--- config.mk ---
export PLATFORM = sky130hd
export DESIGN_NAME = frame_packet_fragmenter_unit
export DESIGN_NICKNAME = d
export VERILOG_FILES = /design/src/hdl/fpf_pkg.sv /design/src/hdl/fpf_in_reg.sv /design/src/hdl/fpf_seq.sv /design/src/hdl/fpf_out_reg.sv /design/src/hdl/frame_packet_fragmenter_unit.sv
export SDC_FILE = /design/constraint.sdc
export NUM_CORES = 1
export LEC_CHECK = 0
export BUFFER_PORTS_ARGS = -buffer_cell sky130_fd_sc_hd__buf_2
export CAP_MARGIN = 20
export CORE_MARGIN = 2
export CORE_UTILIZATION = 40
export DETAILED_ROUTE_END_ITERATION = 12
export PLACE_DENSITY = 0.65
export SLEW_MARGIN = 20
export SYNTH_ARGS = -nofsm -noshare
export SYNTH_HDL_FRONTEND = slang
export SYNTH_SLANG_ARGS = --single-unit
--- constraint.sdc ---
create_clock -name aclk -period 3.65 [get_ports aclk]
set_input_delay 1.095 -clock aclk [delete_from_list [all_inputs] [get_ports aclk]]
set_output_delay 1.095 -clock aclk [all_outputs]
set_load 0.05 [all_outputs]
--- src/hdl/fpf_pkg.sv ---
// ----------------------------------------------------------------------------
// fpf_pkg
// Shared types, register indexes and constants of the frame packet fragmenter.
// ----------------------------------------------------------------------------
package fpf_pkg;

    localparam int SIZE_BITS = 24;
    localparam int PB_W      = 11;
    localparam int CFG_IDX_W = 2;
    localparam int CFG_W     = 11;
    localparam int BEAT_W    = 3;

    localparam logic [PB_W-1:0] PAYLOAD_MAX     = 11'd1444;
    localparam logic [PB_W-1:0] PAYLOAD_RESET   = 11'd1444;
    localparam logic [7:0]      MAX_PKT_RESET   = 8'd240;
    localparam logic [7:0]      FORMAT_RESET    = 8'h02;
    localparam logic [7:0]      LAST_FLAG       = 8'h10;

    // configuration register indexes
    localparam logic [CFG_IDX_W-1:0] REG_PAYLOAD_BYTES = 2'd0;
    localparam logic [CFG_IDX_W-1:0] REG_MAX_PACKETS   = 2'd1;
    localparam logic [CFG_IDX_W-1:0] REG_FORMAT_CODE   = 2'd2;

    // item kinds
    localparam logic KIND_START = 1'b0;
    localparam logic KIND_DATA  = 1'b1;

    // beats of a packet-opening byte
    localparam logic [BEAT_W-1:0] BEAT_ID    = 3'd0;
    localparam logic [BEAT_W-1:0] BEAT_FLAGS = 3'd1;
    localparam logic [BEAT_W-1:0] BEAT_FMT   = 3'd2;
    localparam logic [BEAT_W-1:0] BEAT_INDEX = 3'd3;
    localparam logic [BEAT_W-1:0] BEAT_DATA  = 3'd4;

    typedef struct packed {
        logic                 kind;
        logic [7:0]           frame_num;
        logic                 top_screen;
        logic [SIZE_BITS-1:0] total_size;
        logic [7:0]           data_byte;
    } in_item_t;

    typedef struct packed {
        logic [7:0] out_byte;
        logic       packet_end;
        logic       error;
        logic       last;
    } out_item_t;

    typedef struct packed {
        logic      valid;
        out_item_t item;
    } emit_t;

endpackage

--- src/hdl/fpf_in_reg.sv ---
// ----------------------------------------------------------------------------
// fpf_in_reg
// Input register: holds one accepted item until the sequencer takes it.
// ----------------------------------------------------------------------------
module fpf_in_reg
    import fpf_pkg::*;
(
    input  logic     aclk,
    input  logic     aresetn,
    input  logic     s_valid,
    output logic     s_ready,
    input  in_item_t s_data,
    output logic     item_valid,
    output in_item_t item,
    input  logic     item_take
);

    logic     valid_reg;
    in_item_t data_reg;

    assign s_ready    = !valid_reg || item_take;
    assign item_valid = valid_reg;
    assign item       = data_reg;

    always_ff @(posedge aclk) begin
        if (!aresetn) begin
            valid_reg <= 1'b0;
        end else if (s_valid && s_ready) begin
            valid_reg <= 1'b1;
        end else if (item_take) begin
            valid_reg <= 1'b0;
        end
    end

    always_ff @(posedge aclk) begin
        if (s_valid && s_ready) begin
            data_reg <= s_data;
        end
    end

endmodule

--- src/hdl/fpf_seq.sv ---
// ----------------------------------------------------------------------------
// fpf_seq
// Frame state, configuration registers and header/data sequencer.
// ----------------------------------------------------------------------------
module fpf_seq
    import fpf_pkg::*;
(
    input  logic                 aclk,
    input  logic                 aresetn,
    input  logic                 cfg_wr_en,
    input  logic [CFG_IDX_W-1:0] cfg_index,
    input  logic [CFG_W-1:0]     cfg_wdata,
    input  logic                 item_valid,
    input  in_item_t             item,
    output logic                 item_take,
    output emit_t                emit,
    input  logic                 out_free
);

    logic [PB_W-1:0]      payload_bytes_reg;
    logic [7:0]           max_packets_reg;
    logic [7:0]           format_code_reg;

    logic                 frame_open_reg, frame_open_next;
    logic [SIZE_BITS-1:0] bytes_left_reg, bytes_left_next;
    logic [PB_W-1:0]      chunk_left_reg, chunk_left_next;
    logic [7:0]           packet_index_reg, packet_index_next;
    logic [7:0]           frame_num_reg, frame_num_next;
    logic                 top_screen_reg, top_screen_next;
    logic [BEAT_W-1:0]    beat_reg, beat_next;

    logic [PB_W-1:0]      limit;
    logic                 last_pkt;
    logic [PB_W-1:0]      chunk;
    logic                 need_hdr;
    logic                 over;
    logic [PB_W-1:0]      chunk_dec;
    logic [SIZE_BITS-1:0] bytes_dec;
    logic [7:0]           flags;
    logic [7:0]           hdr_byte;

    // packet sizing
    always_comb begin
        if (payload_bytes_reg == '0) begin
            limit = {{(PB_W-1){1'b0}}, 1'b1};
        end else if (payload_bytes_reg > PAYLOAD_MAX) begin
            limit = PAYLOAD_MAX;
        end else begin
            limit = payload_bytes_reg;
        end
    end

    assign last_pkt  = bytes_left_reg <= {{(SIZE_BITS-PB_W){1'b0}}, limit};
    assign chunk     = last_pkt ? bytes_left_reg[PB_W-1:0] : limit;
    assign need_hdr  = chunk_left_reg == '0;
    assign over      = packet_index_reg >= max_packets_reg;
    assign chunk_dec = (need_hdr ? chunk : chunk_left_reg) - {{(PB_W-1){1'b0}}, 1'b1};
    assign bytes_dec = bytes_left_reg - {{(SIZE_BITS-1){1'b0}}, 1'b1};
    assign flags     = {7'd0, top_screen_reg} | (last_pkt ? LAST_FLAG : 8'h00);

    always_comb begin
        unique case (beat_reg)
            BEAT_ID:    hdr_byte = frame_num_reg;
            BEAT_FLAGS: hdr_byte = flags;
            BEAT_FMT:   hdr_byte = format_code_reg;
            BEAT_INDEX: hdr_byte = packet_index_reg;
            default:    hdr_byte = 8'h00;
        endcase
    end

    always_comb begin
        frame_open_next   = frame_open_reg;
        bytes_left_next   = bytes_left_reg;
        chunk_left_next   = chunk_left_reg;
        packet_index_next = packet_index_reg;
        frame_num_next    = frame_num_reg;
        top_screen_next   = top_screen_reg;
        beat_next         = beat_reg;
        item_take         = 1'b0;
        emit              = '0;

        if (item_valid) begin
            if (item.kind == KIND_START) begin
                item_take         = 1'b1;
                frame_num_next    = item.frame_num;
                top_screen_next   = item.top_screen;
                packet_index_next = 8'd0;
                chunk_left_next   = '0;
                bytes_left_next   = item.total_size;
                frame_open_next   = item.total_size != '0;
            end else if (!frame_open_reg) begin
                item_take = 1'b1;
            end else if (need_hdr && over) begin
                emit.valid      = 1'b1;
                emit.item.error = 1'b1;
                emit.item.last  = 1'b1;
                if (out_free) begin
                    item_take       = 1'b1;
                    frame_open_next = 1'b0;
                    bytes_left_next = '0;
                    chunk_left_next = '0;
                end
            end else if (need_hdr && beat_reg != BEAT_DATA) begin
                emit.valid         = 1'b1;
                emit.item.out_byte = hdr_byte;
                if (out_free) begin
                    beat_next = beat_reg + {{(BEAT_W-1){1'b0}}, 1'b1};
                end
            end else begin
                emit.valid           = 1'b1;
                emit.item.out_byte   = item.data_byte;
                emit.item.packet_end = chunk_dec == '0;
                emit.item.last       = 1'b1;
                if (out_free) begin
                    item_take       = 1'b1;
                    beat_next       = BEAT_ID;
                    chunk_left_next = chunk_dec;
                    bytes_left_next = bytes_dec;
                    if (need_hdr) begin
                        packet_index_next = packet_index_reg + 8'd1;
                    end
                    if (bytes_dec == '0) begin
                        frame_open_next = 1'b0;
                        chunk_left_next = '0;
                    end
                end
            end
        end
    end

    always_ff @(posedge aclk) begin
        if (!aresetn) begin
            payload_bytes_reg <= PAYLOAD_RESET;
            max_packets_reg   <= MAX_PKT_RESET;
            format_code_reg   <= FORMAT_RESET;
        end else if (cfg_wr_en) begin
            unique case (cfg_index)
                REG_PAYLOAD_BYTES: payload_bytes_reg <= cfg_wdata;
                REG_MAX_PACKETS:   max_packets_reg   <= cfg_wdata[7:0];
                REG_FORMAT_CODE:   format_code_reg   <= cfg_wdata[7:0];
                default: begin
                end
            endcase
        end
    end

    always_ff @(posedge aclk) begin
        if (!aresetn) begin
            frame_open_reg   <= 1'b0;
            bytes_left_reg   <= '0;
            chunk_left_reg   <= '0;
            packet_index_reg <= 8'd0;
            frame_num_reg    <= 8'd0;
            top_screen_reg   <= 1'b0;
            beat_reg         <= BEAT_ID;
        end else begin
            frame_open_reg   <= frame_open_next;
            bytes_left_reg   <= bytes_left_next;
            chunk_left_reg   <= chunk_left_next;
            packet_index_reg <= packet_index_next;
            frame_num_reg    <= frame_num_next;
            top_screen_reg   <= top_screen_next;
            beat_reg         <= beat_next;
        end
    end

    // header beats only run for a held payload byte of an open frame
    a_beat_item: assert property (@(posedge aclk) disable iff (!aresetn)
        beat_reg != BEAT_ID |-> (item_valid && frame_open_reg && item.kind == KIND_DATA))
        else $error("header beat without open frame item");

    a_closed_chunk: assert property (@(posedge aclk) disable iff (!aresetn)
        !frame_open_reg |-> chunk_left_reg == '0)
        else $error("chunk count left over in closed frame");

    a_err_last: assert property (@(posedge aclk) disable iff (!aresetn)
        (emit.valid && emit.item.error) |-> (emit.item.last && !item_take || out_free))
        else $error("error result not final");

    a_bytes_dec: assert property (@(posedge aclk) disable iff (!aresetn)
        (item_take && item.kind == KIND_DATA && frame_open_reg && !emit.item.error)
        |=> bytes_left_reg == $past(bytes_left_reg) - {{(SIZE_BITS-1){1'b0}}, 1'b1})
        else $error("byte count not decremented");

    a_chunk_max: assert property (@(posedge aclk) disable iff (!aresetn)
        chunk_left_reg <= PAYLOAD_MAX)
        else $error("chunk count above packet limit");

endmodule

--- src/hdl/fpf_out_reg.sv ---
// ----------------------------------------------------------------------------
// fpf_out_reg
// Result register: holds one result until the downstream transfer completes.
// ----------------------------------------------------------------------------
module fpf_out_reg
    import fpf_pkg::*;
(
    input  logic      aclk,
    input  logic      aresetn,
    input  emit_t     emit,
    output logic      out_free,
    output logic      m_valid,
    input  logic      m_ready,
    output out_item_t m_data
);

    logic      valid_reg;
    out_item_t data_reg;

    assign out_free = !valid_reg || m_ready;
    assign m_valid  = valid_reg;
    assign m_data   = data_reg;

    always_ff @(posedge aclk) begin
        if (!aresetn) begin
            valid_reg <= 1'b0;
        end else if (out_free) begin
            valid_reg <= emit.valid;
        end
    end

    always_ff @(posedge aclk) begin
        if (out_free && emit.valid) begin
            data_reg <= emit.item;
        end
    end

endmodule

--- src/hdl/frame_packet_fragmenter_unit.sv ---
// path: an input transfer passes the input register, then the result register
// throughput: one payload byte per cycle while m_ready is high; a packet's first byte
//   gives four header transfers then the data byte, through the one result register
// start items and dropped bytes give no result
// reset: aresetn synchronous active low; clears frame state, empties both
//   registers and loads the configuration registers with their defaults
// ----------------------------------------------------------------------------
// frame_packet_fragmenter_unit
// Cuts a payload byte stream into packets, each opened by a four-byte header.
// ----------------------------------------------------------------------------
module frame_packet_fragmenter_unit
    import fpf_pkg::*;
(
    input  logic                 aclk,
    input  logic                 aresetn,
    input  logic                 cfg_wr_en,
    input  logic [CFG_IDX_W-1:0] cfg_index,
    input  logic [CFG_W-1:0]     cfg_wdata,
    input  logic                 s_valid,
    output logic                 s_ready,
    input  in_item_t             s_data,
    output logic                 m_valid,
    input  logic                 m_ready,
    output out_item_t            m_data
);

    logic     item_valid;
    in_item_t item;
    logic     item_take;
    emit_t    emit;
    logic     out_free;

    fpf_in_reg u_in_reg (
        .aclk       (aclk),
        .aresetn    (aresetn),
        .s_valid    (s_valid),
        .s_ready    (s_ready),
        .s_data     (s_data),
        .item_valid (item_valid),
        .item       (item),
        .item_take  (item_take)
    );

    fpf_seq u_seq (
        .aclk       (aclk),
        .aresetn    (aresetn),
        .cfg_wr_en  (cfg_wr_en),
        .cfg_index  (cfg_index),
        .cfg_wdata  (cfg_wdata),
        .item_valid (item_valid),
        .item       (item),
        .item_take  (item_take),
        .emit       (emit),
        .out_free   (out_free)
    );

    fpf_out_reg u_out_reg (
        .aclk     (aclk),
        .aresetn  (aresetn),
        .emit     (emit),
        .out_free (out_free),
        .m_valid  (m_valid),
        .m_ready  (m_ready),
        .m_data   (m_data)
    );

endmodule
After elaboration in Yosys (flattened, before gate mapping)
Cells that the tools add are included.
{"block": "word_totals", "ff_bits": 138, "latchBits": 0, "ram_bits": 0, "mem_bits_ro": 0, "inputBits": 60, "output_inout_bits": 13, "elab_cells": 123, "memories": 0}
{"block": "classes", "addsub": 4, "multipliers": 0, "div_mod_pow": 0, "n_lt_le_gt_ge": 3, "n_eq_ne": 12, "shifts": 0, "n_mux": 52, "bitwise_logic": 5, "n_reduce_logical": 26}
{"operator": "24-bit 2-to-1 mux", "count": 6}
{"operator": "11-bit 2-to-1 mux", "count": 11}
{"operator": "8-bit 2-to-1 mux", "count": 7}
{"operator": "12-bit 2-to-1 mux", "count": 3}
{"operator": "11-bit logical NOT", "count": 3}
{"operator": "8-bit case mux with 4 select lines", "count": 1}
{"operator": "24-bit by 11-bit less-or-equal comparator with 1-bit output", "count": 1}
{"operator": "24-bit logical NOT", "count": 1}
{"operator": "24-bit nonzero test", "count": 1}
{"operator": "24-bit by 1-bit subtractor with 24-bit output, second input constant", "count": 1}
{"operator": "1-bit 2-to-1 mux", "count": 19}
{"operator": "11-bit greater-than comparator, second input constant", "count": 1}
{"operator": "11-bit by 1-bit subtractor with 11-bit output, second input constant", "count": 1}
{"operator": "3-bit 2-to-1 mux", "count": 3}
{"operator": "9-bit 2-to-1 mux", "count": 1}
{"operator": "8-bit by 1-bit adder with 8-bit output, second input constant", "count": 1}
{"operator": "8-bit greater-or-equal comparator", "count": 1}
{"operator": "1-bit by 8-bit bitwise OR with 8-bit output", "count": 1}
{"operator": "2-bit AND reduction", "count": 4}
{"operator": "3-bit by 2-bit equality test with 1-bit output, second input constant", "count": 2}
{"operator": "2-bit by 1-bit != test with 1-bit output, second input constant", "count": 3}
{"operator": "6-bit AND reduction", "count": 1}
{"operator": "5-bit 2-to-1 mux", "count": 1}
{"operator": "5-bit AND reduction", "count": 1}
{"operator": "other kinds (18)", "count": 27}

Logic depth before layout (Yosys ltp)
Gate-level depths: netlist of the first run.
{"block": "logic_depth", "depth_word": 14, "depth_mapped": 20, "mapped_depth_nobuf": 19}

By module
From an unflattened synthesis of the first run, not the netlist that was laid out.
{"block": "unflattened", "hier_cells": 779, "area_unflattened_um2": 7432.1}
{"module": "fpf_seq", "n_inst": 1, "cells_each": 716, "area_each_um2": 5725.5}
{"module": "fpf_in_reg", "n_inst": 1, "cells_each": 47, "area_each_um2": 1318.8}
{"module": "fpf_out_reg", "n_inst": 1, "cells_each": 16, "area_each_um2": 387.9}

Worst setup path after synthesis of the first run
OpenSTA, ideal clock, no wires.
{"block": "synth_timing", "path_type": "flip-flop to flip-flop", "from": "register u_seq.payload_bytes_reg[2]", "to": "register u_out_reg.data_reg, in the netlist u_out_reg.m_data[2] (data pin)", "setup_ps": 190, "t_arrival_ps": 3866, "required_time_ps": 3460, "slack_ps": -406, "path_stages_with_launch": 20, "path_buffers": 0, "synth_period_minus_slack_ps": 4056, "path_cell_list": "dfxtp_1 nor4_2 o21ai_1 nand2_1 nand2_1 ha_1 nor2b_1 o211ai_1 a21oi_1 o21ai_1 nand2_1 nand2_1 o21ai_0 a21oi_1 ha_1 o21ai_1 nor3_2 o2111ai_1 and2_2 a2111oi_2"}
{"block": "synth_between", "elab_chain_cells": 8}
{"item": "start, declared", "line_no": "fpf_seq.sv:20", "rtl": "logic [PB_W-1:0] payload_bytes_reg;"}
{"item": "start signal, assigned", "line_no": "fpf_seq.sv:138", "rtl": "REG_PAYLOAD_BYTES: payload_bytes_reg <= cfg_wdata;"}
{"item": "11-bit greater-than comparator", "line_no": "fpf_seq.sv:46", "rtl": "end else if (payload_bytes_reg > PAYLOAD_MAX) begin"}
{"item": "11-bit 2-to-1 mux", "line_no": "fpf_seq.sv:46"}
{"item": "11-bit 2-to-1 mux *", "line_no": "fpf_seq.sv:44", "rtl": "if (payload_bytes_reg == '0) begin"}
{"item": "24-bit by 11-bit less-or-equal comparator with 1-bit output", "line_no": "fpf_seq.sv:53", "rtl": "assign last_pkt = bytes_left_reg <= {{(SIZE_BITS-PB_W){1'b0}}, limit};"}
{"item": "11-bit 2-to-1 mux *", "line_no": "fpf_seq.sv:54", "rtl": "assign chunk = last_pkt ? bytes_left_reg[PB_W-1:0] : limit;"}
{"item": "11-bit 2-to-1 mux *", "line_no": "fpf_seq.sv:57", "rtl": "assign chunk_dec = (need_hdr ? chunk : chunk_left_reg) - {{(PB_W-1){1'b0}}, 1'b1};"}
{"item": "11-bit by 1-bit subtractor with 11-bit output *", "line_no": "fpf_seq.sv:57"}
{"item": "11-bit logical NOT *", "line_no": "fpf_seq.sv:112", "rtl": "emit.item.packet_end = chunk_dec == '0;"}
{"item": "end signal, assigned", "line_no": "fpf_out_reg.sv:34", "rtl": "data_reg <= emit.item;"}
{"item": "end, declared", "line_no": "fpf_out_reg.sv:18", "rtl": "out_item_t data_reg;"}
Mark *: on every way between the ends. The rest lies on a longest branch, timed or not.
A chain may end at the register's enable or synchronous reset.

Worst setup path after layout of the first run
Ends and elaborated chain as after synthesis.

==> results of run 1 <==
==> metrics by stage <==
step / utilization / setup slack, ps / instance area (µm²)
6_report: 0.532 / -353 / 9950
5_1_grt: 0.532 / -537 / 9950
3_5_place_dp: 0.477 / -434 / 8930
3_3_place_gp: 0.477 / -312 / 8930
4_1_cts: 0.521 / -225 / 9750
2_1_floorplan: - / -308 / 7650
==> placed cells by master, fill, tap and decap left out, drive strengths merged, types with 4 or more instances in the layout <==
cell type,n
a2111oi,6
a211o,5
a21boi,22
a21o,8
a21oi,37
a222oi,8
a22oi,13
a31oi,4
and2,4
and3,9
and4,8
buf,187
clkbuf,17
clkinv,7
dfxtp,85
edfxtp,53
ha,29
inv,41
mux2i,13
nand2,101
nand2b,6
nand3,34
nand3b,5
nand4,8
nor2,46
nor2b,41
nor3,28
nor4,16
nor4b,4
o211a,16
o211ai,6
o21ai,41
o221ai,7
o32ai,5
or2,5
or3,4
xnor2,16
xor2,12
==> cell families (layout without fill, tap and decap cells) <==
| family | count (synthesis) | after routing | share of synthesized area |
|---|---|---|---|
| simple gates | 327 | 327 | 0.232 |
| flops | 138 | 138 | 0.431 |
| compound gates | 206 | 206 | 0.198 |
| fa+ha+maj | 29 | 29 | 0.0474 |
| buf+inv | 74 | 252 | 0.0402 |
| mux | 13 | 13 | 0.0170 |
| xor+xnor | 28 | 28 | 0.0345 |
==> report_power, final <==
part           internal, µW  switching [µW]  leakage [µW]
Clock                   933             807      0.000299
Combinational           432             484       0.00267
Sequential             1660            47.0       0.00122
==> cell type report <==
cell class,instances,area share
repair buffers,187,0.129
clock inverters,15,0.0190
inverters,33,0.0125
well taps,234,0.0294
clock buffers,17,0.0428
multi-input cells,603,0.436
flip-flops and latches,138,0.332
==> timing repair <==
| action | in CTS | in global routing |
|---|---|---|
| setup buffers | 10 | 4 |
| gates resized for setup | 32 | 33 |
| gates cloned | 0 | 0 |
| pin swaps | 19 | 33 |
| endpoints found under the setup margin | 8 | 14 |
==> worst max-delay path: cells and delay by family (launching register included) <==
kind | cells | cell delay, ps
AO/OA/AOI/OAI | 5 | 1070
XOR/XNOR | 1 | 110
adder cells (fa/ha/maj) | 1 | 270
buffers and inverters | 2 | 320
flip-flops | 1 | 340
AND/OR/NAND/NOR | 8 | 1730
==> layer usage <==
metal,vias up,GRT usage,part of all wire
met5,-,0,0
met4,0,0.0547,0.014
met3,22,0.0377,0.068
met2,245,0.337,0.45
met1,3257,0.323,0.46
li1,3340,-,-
==> worst max-delay path by stage <==
stage	cells after the start	to	from
6_report	17	u_out_reg.m_data[2]$_SDFFCE_PP0P_	u_seq.payload_bytes_reg[2]$_SDFFE_PN1P_
3_3_place_gp	16	u_out_reg.m_data[2]$_SDFFCE_PP0P_	u_seq.payload_bytes_reg[2]$_SDFFE_PN1P_
5_1_grt	16	u_out_reg.m_data[2]$_SDFFCE_PP0P_	u_seq.payload_bytes_reg[2]$_SDFFE_PN1P_
2_1_floorplan	19	u_out_reg.m_data[2]$_SDFFCE_PP0P_	u_seq.payload_bytes_reg[2]$_SDFFE_PN1P_
4_1_cts	16	u_out_reg.m_data[2]$_SDFFCE_PP0P_	u_seq.payload_bytes_reg[6]$_SDFFE_PN0P_
3_5_place_dp	15	u_out_reg.m_data[2]$_SDFFCE_PP0P_	u_seq.payload_bytes_reg[2]$_SDFFE_PN1P_
==> flow_results.org, run 1 <==
** Critical path
- For this design, the slowest cell found on the critical path is sky130_fd_sc_hd__or4b_4.
- Highest cell delay on the worst timing path :: 530 ps
- Setup slack on the worst reg-to-reg path comes out at -350 ps.
- Required time reported for the critical path endpoint :: 3890 ps
- Kind of start point of the critical path :: flip-flop
- Startpoint of the worst register-to-register path :: u_seq.payload_bytes_reg[2]$_SDFFE_PN1P_
- Ordered list of cells on the worst path :: nor4_4 > o21ai_2 > nand2_1 > nand2_2 > ha_4 > nor2b_4 > o211ai_1 > a21o_1 > buf_6 > and4_1 > a311oi_2 > buf_4 > nand3_4 > nor3_4 > xnor2_2 > or4b_4 > a2111oi_4
- The endpoint identified for the worst register-to-register timing path is u_out_reg.m_data[2]$_SDFFCE_PP0P_.
- By startpoint and endpoint, the worst setup path is classified as reg -> reg.
- STA classifies the critical path endpoint as a flip-flop.
- STA puts the critical path data arrival time at 4240 ps.
- The number of cells on the worst reg-to-reg path is 17.
- Along the worst path, the maximum fanout reaches 4.

** Clock network
- The number of hold buffers added after CTS was 0.
- The number of clock buffers added by TritonCTS is 17.
- The clock passes through at most 2 buffers.
- Clock latency on the worst-skew pair :: 430 ps
- The cell sitting at the root of the clock tree is a sky130_fd_sc_hd__clkbuf_16.
- CTS H-tree lvls :: 4
- Clock input transition at the sequential cells of the worst setup and hold paths :: 70 ps
- Clock tree synthesis found a total of 138 sinks.
- TritonCTS built the clock tree.

** Worst hold path
- Hold Path Class :: reg -> reg
- Worst Min Path Start :: u_seq.top_screen_reg$_SDFFE_PN0P_
- Counting instances, the worst hold path has a depth of 2.
- For hold timing, the worst endpoint is u_seq.top_screen_reg$_SDFFE_PN0P_.

** Routing
- In the final routed layout, each cell accounts on average for 17.8 µm.
- DR pass1 iterations :: 5
- Using the TritonRoute via totals, the vias-per-cell ratio works out to 5.59.
- Antenna-violating nets left :: 0
- 1st-iter DRT viols :: 612
- The detailed router placed 6864 vias in this run.
- Summed over all layers, the routed wires come to 21.8 mm.
- After detailed routing, the number of remaining DRC violations is 0.

** Die
- The die is 142 µm wide.
- The region available for standard cell placement spans 18700 µm².
- Effective utilization at floorplan :: 0.409
- Die Outline Area :: 20200 µm²
- Total I/O pin count :: 73
- The floorplan has 50 rows.
- Measured along the y axis, the die boundary spans 142 µm.

** Timing
- Across all setup checks in the final design, the least slack found is -353 ps.
- On the final layout, the worst clock skew is 12.6 ps.
- Dividing the final minimum period by the clock period gives 1.10.
- The tightest hold path in the finished design has a slack of 477 ps.
- Count of final max-slew check failures :: 0
- Setup violators final :: 5
- Slew margin rel. :: 0.531
- Crit path time final :: 4000 ps
- Final-layout setup total negative slack :: -662 ps
- Unrepaired setup endpoints after global routing :: true
- For this run, the top clock speed supported by timing is 250 MHz.
- The number of hold-slack violations in the final timing report came to 0.
- At the pin with the least slew margin, the transition time is 697 ps.

** Pwr
- Power per unit of standard cell area :: 438 nW/µm²
- The analysis attributes to cell leakage a power of 0.00419 µW.
- The worst-case IR drop observed on VDD is 343 µV.
- Total power for the finished layout comes to 4360 µW.

** Synthesis
- For this run, the register share of the synthesized area comes to 0.431.
- Combined area of all synthesized cells :: 7650 µm²
- Leading post-synthesis cells by instance count :: sky130_fd_sc_hd__nand2_1, sky130_fd_sc_hd__dfxtp_1, sky130_fd_sc_hd__edfxtp_1
- Avg Cell Area, Syn :: 9.38 µm²
- Top-area cell type share of the netlist area :: 0.222
- Async S/R FF share, synth :: 0
- Of all cell types, the one taking the most synthesized area is sky130_fd_sc_hd__dfxtp_1.
- Syn nets :: 904
- By area the synthesized netlist is led by sky130_fd_sc_hd__dfxtp_1, sky130_fd_sc_hd__edfxtp_1, sky130_fd_sc_hd__nand2_1.
- Top FF cell, synth :: sky130_fd_sc_hd__dfxtp_1
- In the post-synthesis netlist, the cell with the most instances is sky130_fd_sc_hd__nand2_1.
- After synthesis the netlist holds a flip-flop and latch count of 138.
- EDFF count, synth :: 53
- Number of warning messages in the yosys log :: 0
- Synth cell types :: 90
- After technology mapping, the gate count stands at 815.

** Global routing
- The number of antenna violations at the first check in global routing came to 0.
- Wire length of the first global-routing pass :: 34.5 mm
- Via count of the first global-routing pass :: 6378
- For this run the aggregate overflow at the end of global routing stands at 0.
- Entering global routing, the biggest net connects 55 pins.
- Aggregate global-route resource usage :: 0.220

** Placement
- After detailed placement, the design holds a cell count of 1181.
- Final HPWL from detailed placement :: 15.7 mm
- Final weighted congestion of routability-driven global placement :: 0.969
- Buffers added on ports :: 72

** Cells and area
- Final net count :: 1069
- In the final layout, flip-flops and latches occupy 3300 µm².
- Diodes inserted :: 0
- Area Growth Syn to Fin :: 30.1%
- The count of cells in the finished layout, fillers not included, comes to 1227.
- Flip-flop count of the largest register, all copies and words added :: 42
- Of the cells placed in the final design, the portion with a size suffix greater than 1 is 0.302.
- Area of the multi-input gates :: 4330 µm²
- Filler Cell Count :: 1677

** Run
- Max-cap violations in this run came to 0.

** Run status
- The final reports fail on setup timing.
- The run finished, with violations left.
No activity file was read; power rests on OpenSTA's default activity.
==> run 2, diff against run 1 <==
--- a/config.mk
+++ b/config.mk
@@ -6,11 +6,10 @@
 export NUM_CORES = 1
 export LEC_CHECK = 0
 export BUFFER_PORTS_ARGS = -buffer_cell sky130_fd_sc_hd__buf_2
-export CAP_MARGIN = 20
 export CORE_MARGIN = 2
 export CORE_UTILIZATION = 40
 export DETAILED_ROUTE_END_ITERATION = 12
-export PLACE_DENSITY = 0.65
+export PLACE_DENSITY_LB_ADDON = 0.15
 export SLEW_MARGIN = 20
 export SYNTH_ARGS = -nofsm -noshare
 export SYNTH_HDL_FRONTEND = slang
==> flow_results.org, run 2 (synthesis gave the netlist of run 1 again) <==
** Timing
- The tightest slew margin relative to the limit was 0.552 (+0.0209).
- The setup slack after layout came to -346 ps (+7.32 ps).
- The smallest hold slack came to 481 ps (+4.35 ps).
- The final-report setup violation count was 6 (+1).
- The time the worst path needs with I/O delays and setup is 4000 ps (-7.32 ps).
- The final critical-path share of the clock period came to 1.09 (-0.00201).
- Unrepaired setup endpoints after global routing :: true
- Slew @ Worst Pin :: 671 ps (-26.4 ps)
- The number of max-slew violations in the final report was 0 (unchanged).
- The number of hold-slack violations in the final timing report came to 0 (unchanged).
- The maximum operating frequency was 250 MHz (+0.18%).
- Final Skew :: 16.5 ps (+3.97 ps)

** Cells and area
- The top cell types in the final layout, fill and taps aside, are sky130_fd_sc_hd__buf_4, sky130_fd_sc_hd__nand2_1, sky130_fd_sc_hd__dfxtp_1.
- The fill cell total of the finished layout came to 1665 (-0.72%).
- Summed area of non-filler cells in the final layout :: 10300 µm² (+3.2%)
- The final antenna diode count came to 0 (unchanged).
- Commonest non-fill, non-tap cell in the layout :: sky130_fd_sc_hd__buf_4
- Area Growth Syn to Fin :: 34.2%
- Layout cells sized above 1 :: 0.333 (+0.0306)
- The count of nets after finishing came to 1086 (+1.6%).
- Flip-flop count of the largest register, all copies and words added :: 42 (unchanged)

** Placement
- Buffers added on ports :: 72 (unchanged)
- The post-DP HPWL is 15.7 mm (about the same).
- Final weighted congestion of routability-driven global placement :: 0.944 (-2.5%)
- The post-placement worst setup slack is -343 ps (+91.4 ps).
- The instance area at placement is 9000 µm² (+0.76%).

** Pwr
- The fraction of power spent switching nets is 0.284 (-0.0228).
- The worst IR drop on VDD was 302 µV (-12%).
- Leakage power of the design :: 0.00432 µW (+3.1%)
- The design internal power is 3250 µW (+7.6%).
- The total net switching power came to 1290 µW (-3.6%).
- The fraction of power consumed by the clock network was 0.406 (+0.007).
- The register share of total power came to 0.375 (-0.016).
- The combinational fraction of design power was 0.219 (+0.009).
- Power per unit of standard cell area :: 443 nW/µm² (+0.97%)
- Design Power :: 4540 µW (+4.2%)

** Clock network
- CTS H-tree lvls :: 4 (unchanged)
- The clock-pin transition on the worst setup and hold timing paths came to 60 ps (about the same).
- The hold buffer count at cts was 0 (unchanged).
- The total CTS buffers came to 17 (unchanged).
- The buffer levels on the longest clock path is 2 (unchanged).
- TritonCTS built the clock tree.
- Clock latency on the worst-skew pair :: 440 ps (about the same)
- The total clock sinks came to 138 (unchanged).
- The tree is rooted in a sky130_fd_sc_hd__clkbuf_16.

** Die
- Effective utilization at floorplan :: 0.409 (unchanged)
- Die Span Y :: 142 µm (unchanged)
- Number of rows created at floorplan :: 50 (unchanged)
- Die Outline Area :: 20200 µm² (unchanged)
- DIE WIDTH :: 142 µm (unchanged)
- The area of the placeable core came to 18700 µm² (unchanged).
- The count of boundary I/O pins is 73 (unchanged).

** Routing
- Final wirelength :: 22.5 mm (+3.1%)
- The final routed wire length divided by cell count is 18.1 µm (+1.6%).
- The residual DRC count is 0 (unchanged).
- 1st-iter DRT viols :: 540 (-12%)
- The detailed-router iteration count before antenna repair came to 5 (unchanged).
- Antenna-violating nets left :: 0 (unchanged)
- The vias per cell is 5.58 (-0.23%).
- The via total after detailed routing was 6943 (+1.2%).

** Critical path
- STA classifies the critical path endpoint as a flip-flop.
- Category of the critical setup timing path :: reg -> reg
- Ordered list of cells on the worst path :: buf_6 > nor4_4 > buf_4 > a41oi_2 > a21oi_2 > ha_2 > nand4_1 > nor3_2 > or2_4 > a221o_1 > a211oi_4 > nand3_4 > nor3_4 > xnor2_2 > or4b_4 > a2111oi_4
- The highest fanout seen on the critical path was 5 (+1).
- The largest stage delay on the critical path is 520 ps (about the same).
- The sum of buffers and inverters on the critical path is 2 (unchanged).
- Kind of start point of the critical path :: flip-flop
- Required time reported for the critical path endpoint :: 3890 ps (about the same)
- Cell with the largest stage delay on the worst path :: sky130_fd_sc_hd__or4b_4
- Cell class contributing the biggest share of worst-path delay :: simple AND/OR/NAND/NOR gates
- The endpoint arrival time on the critical path came to 4240 ps (about the same).

** Global routing
- The number of antenna violations at the first check in global routing was 0 (unchanged).
- Via count of the first global-routing pass :: 6499 (+1.9%)
- Wire length of the first global-routing pass :: 35.0 mm (+1.2%)
- The aggregate global-route resource usage came to 0.224 (+0.00358).
- Sum of overflow across all layers after global routing :: 0 (unchanged)
- Maximum number of pins on one net before global-route repair :: 52 (-5.5%)

** Run status
- The final reports fail on setup timing.
- The flow ran to the end, but the final reports show violations.

** Run
- Number of violations of the max-capacitance limit :: 0 (unchanged)

** Worst hold path
- The path class of the tightest hold or removal check is reg -> reg.
[run 2: changes by cell type in the layout (fill, tap and decap cells not counted), moves of 3 or more]
cell	delta
sky130_fd_sc_hd__clkinv_8	-6
sky130_fd_sc_hd__nand2_2	+3
sky130_fd_sc_hd__nand2_1	-5
sky130_fd_sc_hd__nand3_1	-3
sky130_fd_sc_hd__bufinv_16	+3
sky130_fd_sc_hd__buf_6	+5
sky130_fd_sc_hd__inv_8	-3
sky130_fd_sc_hd__buf_4	+12
[run 2: final timing paths]
kind                                                         startpoint                             endpoint  slack, ps  cells past startpoint
worst max-delay path            u_seq.payload_bytes_reg[6]$_SDFFE_PN0P_    u_out_reg.m_data[2]$_SDFFCE_PP0P_       -350                     16
worst max register to register  u_seq.payload_bytes_reg[6]$_SDFFE_PN0P_    u_out_reg.m_data[2]$_SDFFCE_PP0P_       -350                     16
worst min register to register      u_seq.frame_num_reg[1]$_SDFFE_PN0P_  u_seq.frame_num_reg[1]$_SDFFE_PN0P_        480                      2
worst min-delay path                u_seq.frame_num_reg[1]$_SDFFE_PN0P_  u_seq.frame_num_reg[1]$_SDFFE_PN0P_        480                      2
[run 2: metrics by stage]
stage	setup TNS, ps	utilization	cells
finish	-651	0.549	1244
global route	-1920	0.549	1244
CTS	-421	0.527	1238
detailed placement	-748	0.481	1190
global placement	-331	0.481	1190
floorplan	-308	-	815
[run 2: power by group through the flow]
stage                     logic (µW)  clock network, µW  registers, µW
after detailed placement         800                  0           1730
after CTS                        904               1880           1700
after global placement           807                  0           1730
final                            993               1850           1700
after global routing            1070               1950           1710
after floorplan                  475                  0           1730
[run 2: repair_timing]
item | CTS | global route
pin swaps | 18 | 51
setup buffers | 16 | 11
hold endpoints to repair | 0 | 0
gates resized for setup | 28 | 72
setup endpoints to repair | 6 | 13
[run 2: area by class of cell]
| type | instances | area [µm²] | area share |
|---|---|---|---|
| Tap cell | 234 | 293 | 0.0285 |
| Timing Repair Buffer | 204 | 1430 | 0.139 |
| Clock buffer | 19 | 443 | 0.0432 |
| Multi-Input combinational cell | 603 | 4490 | 0.438 |
| Inverter | 33 | 124 | 0.0121 |
| Sequential cell | 138 | 3300 | 0.322 |
| Clock inverter | 13 | 180 | 0.0176 |
[run 2: worst min-delay path: stages, from the launching register on]
cell and delay (ps):
sky130_fd_sc_hd__dfxtp_1 320, sky130_fd_sc_hd__nand2_1 50, sky130_fd_sc_hd__a21boi_0 60
[run 2: routing by layer]
layer / vias to the layer above / routed length (µm) / global-route usage
met2: 229 / 9920 / 0.331
met4: 0 / 303 / 0.0584
met1: 3303 / 11100 / 0.331
met5: - / 0 / 0
li1: 3384 / - / -
met3: 27 / 1220 / 0.0474
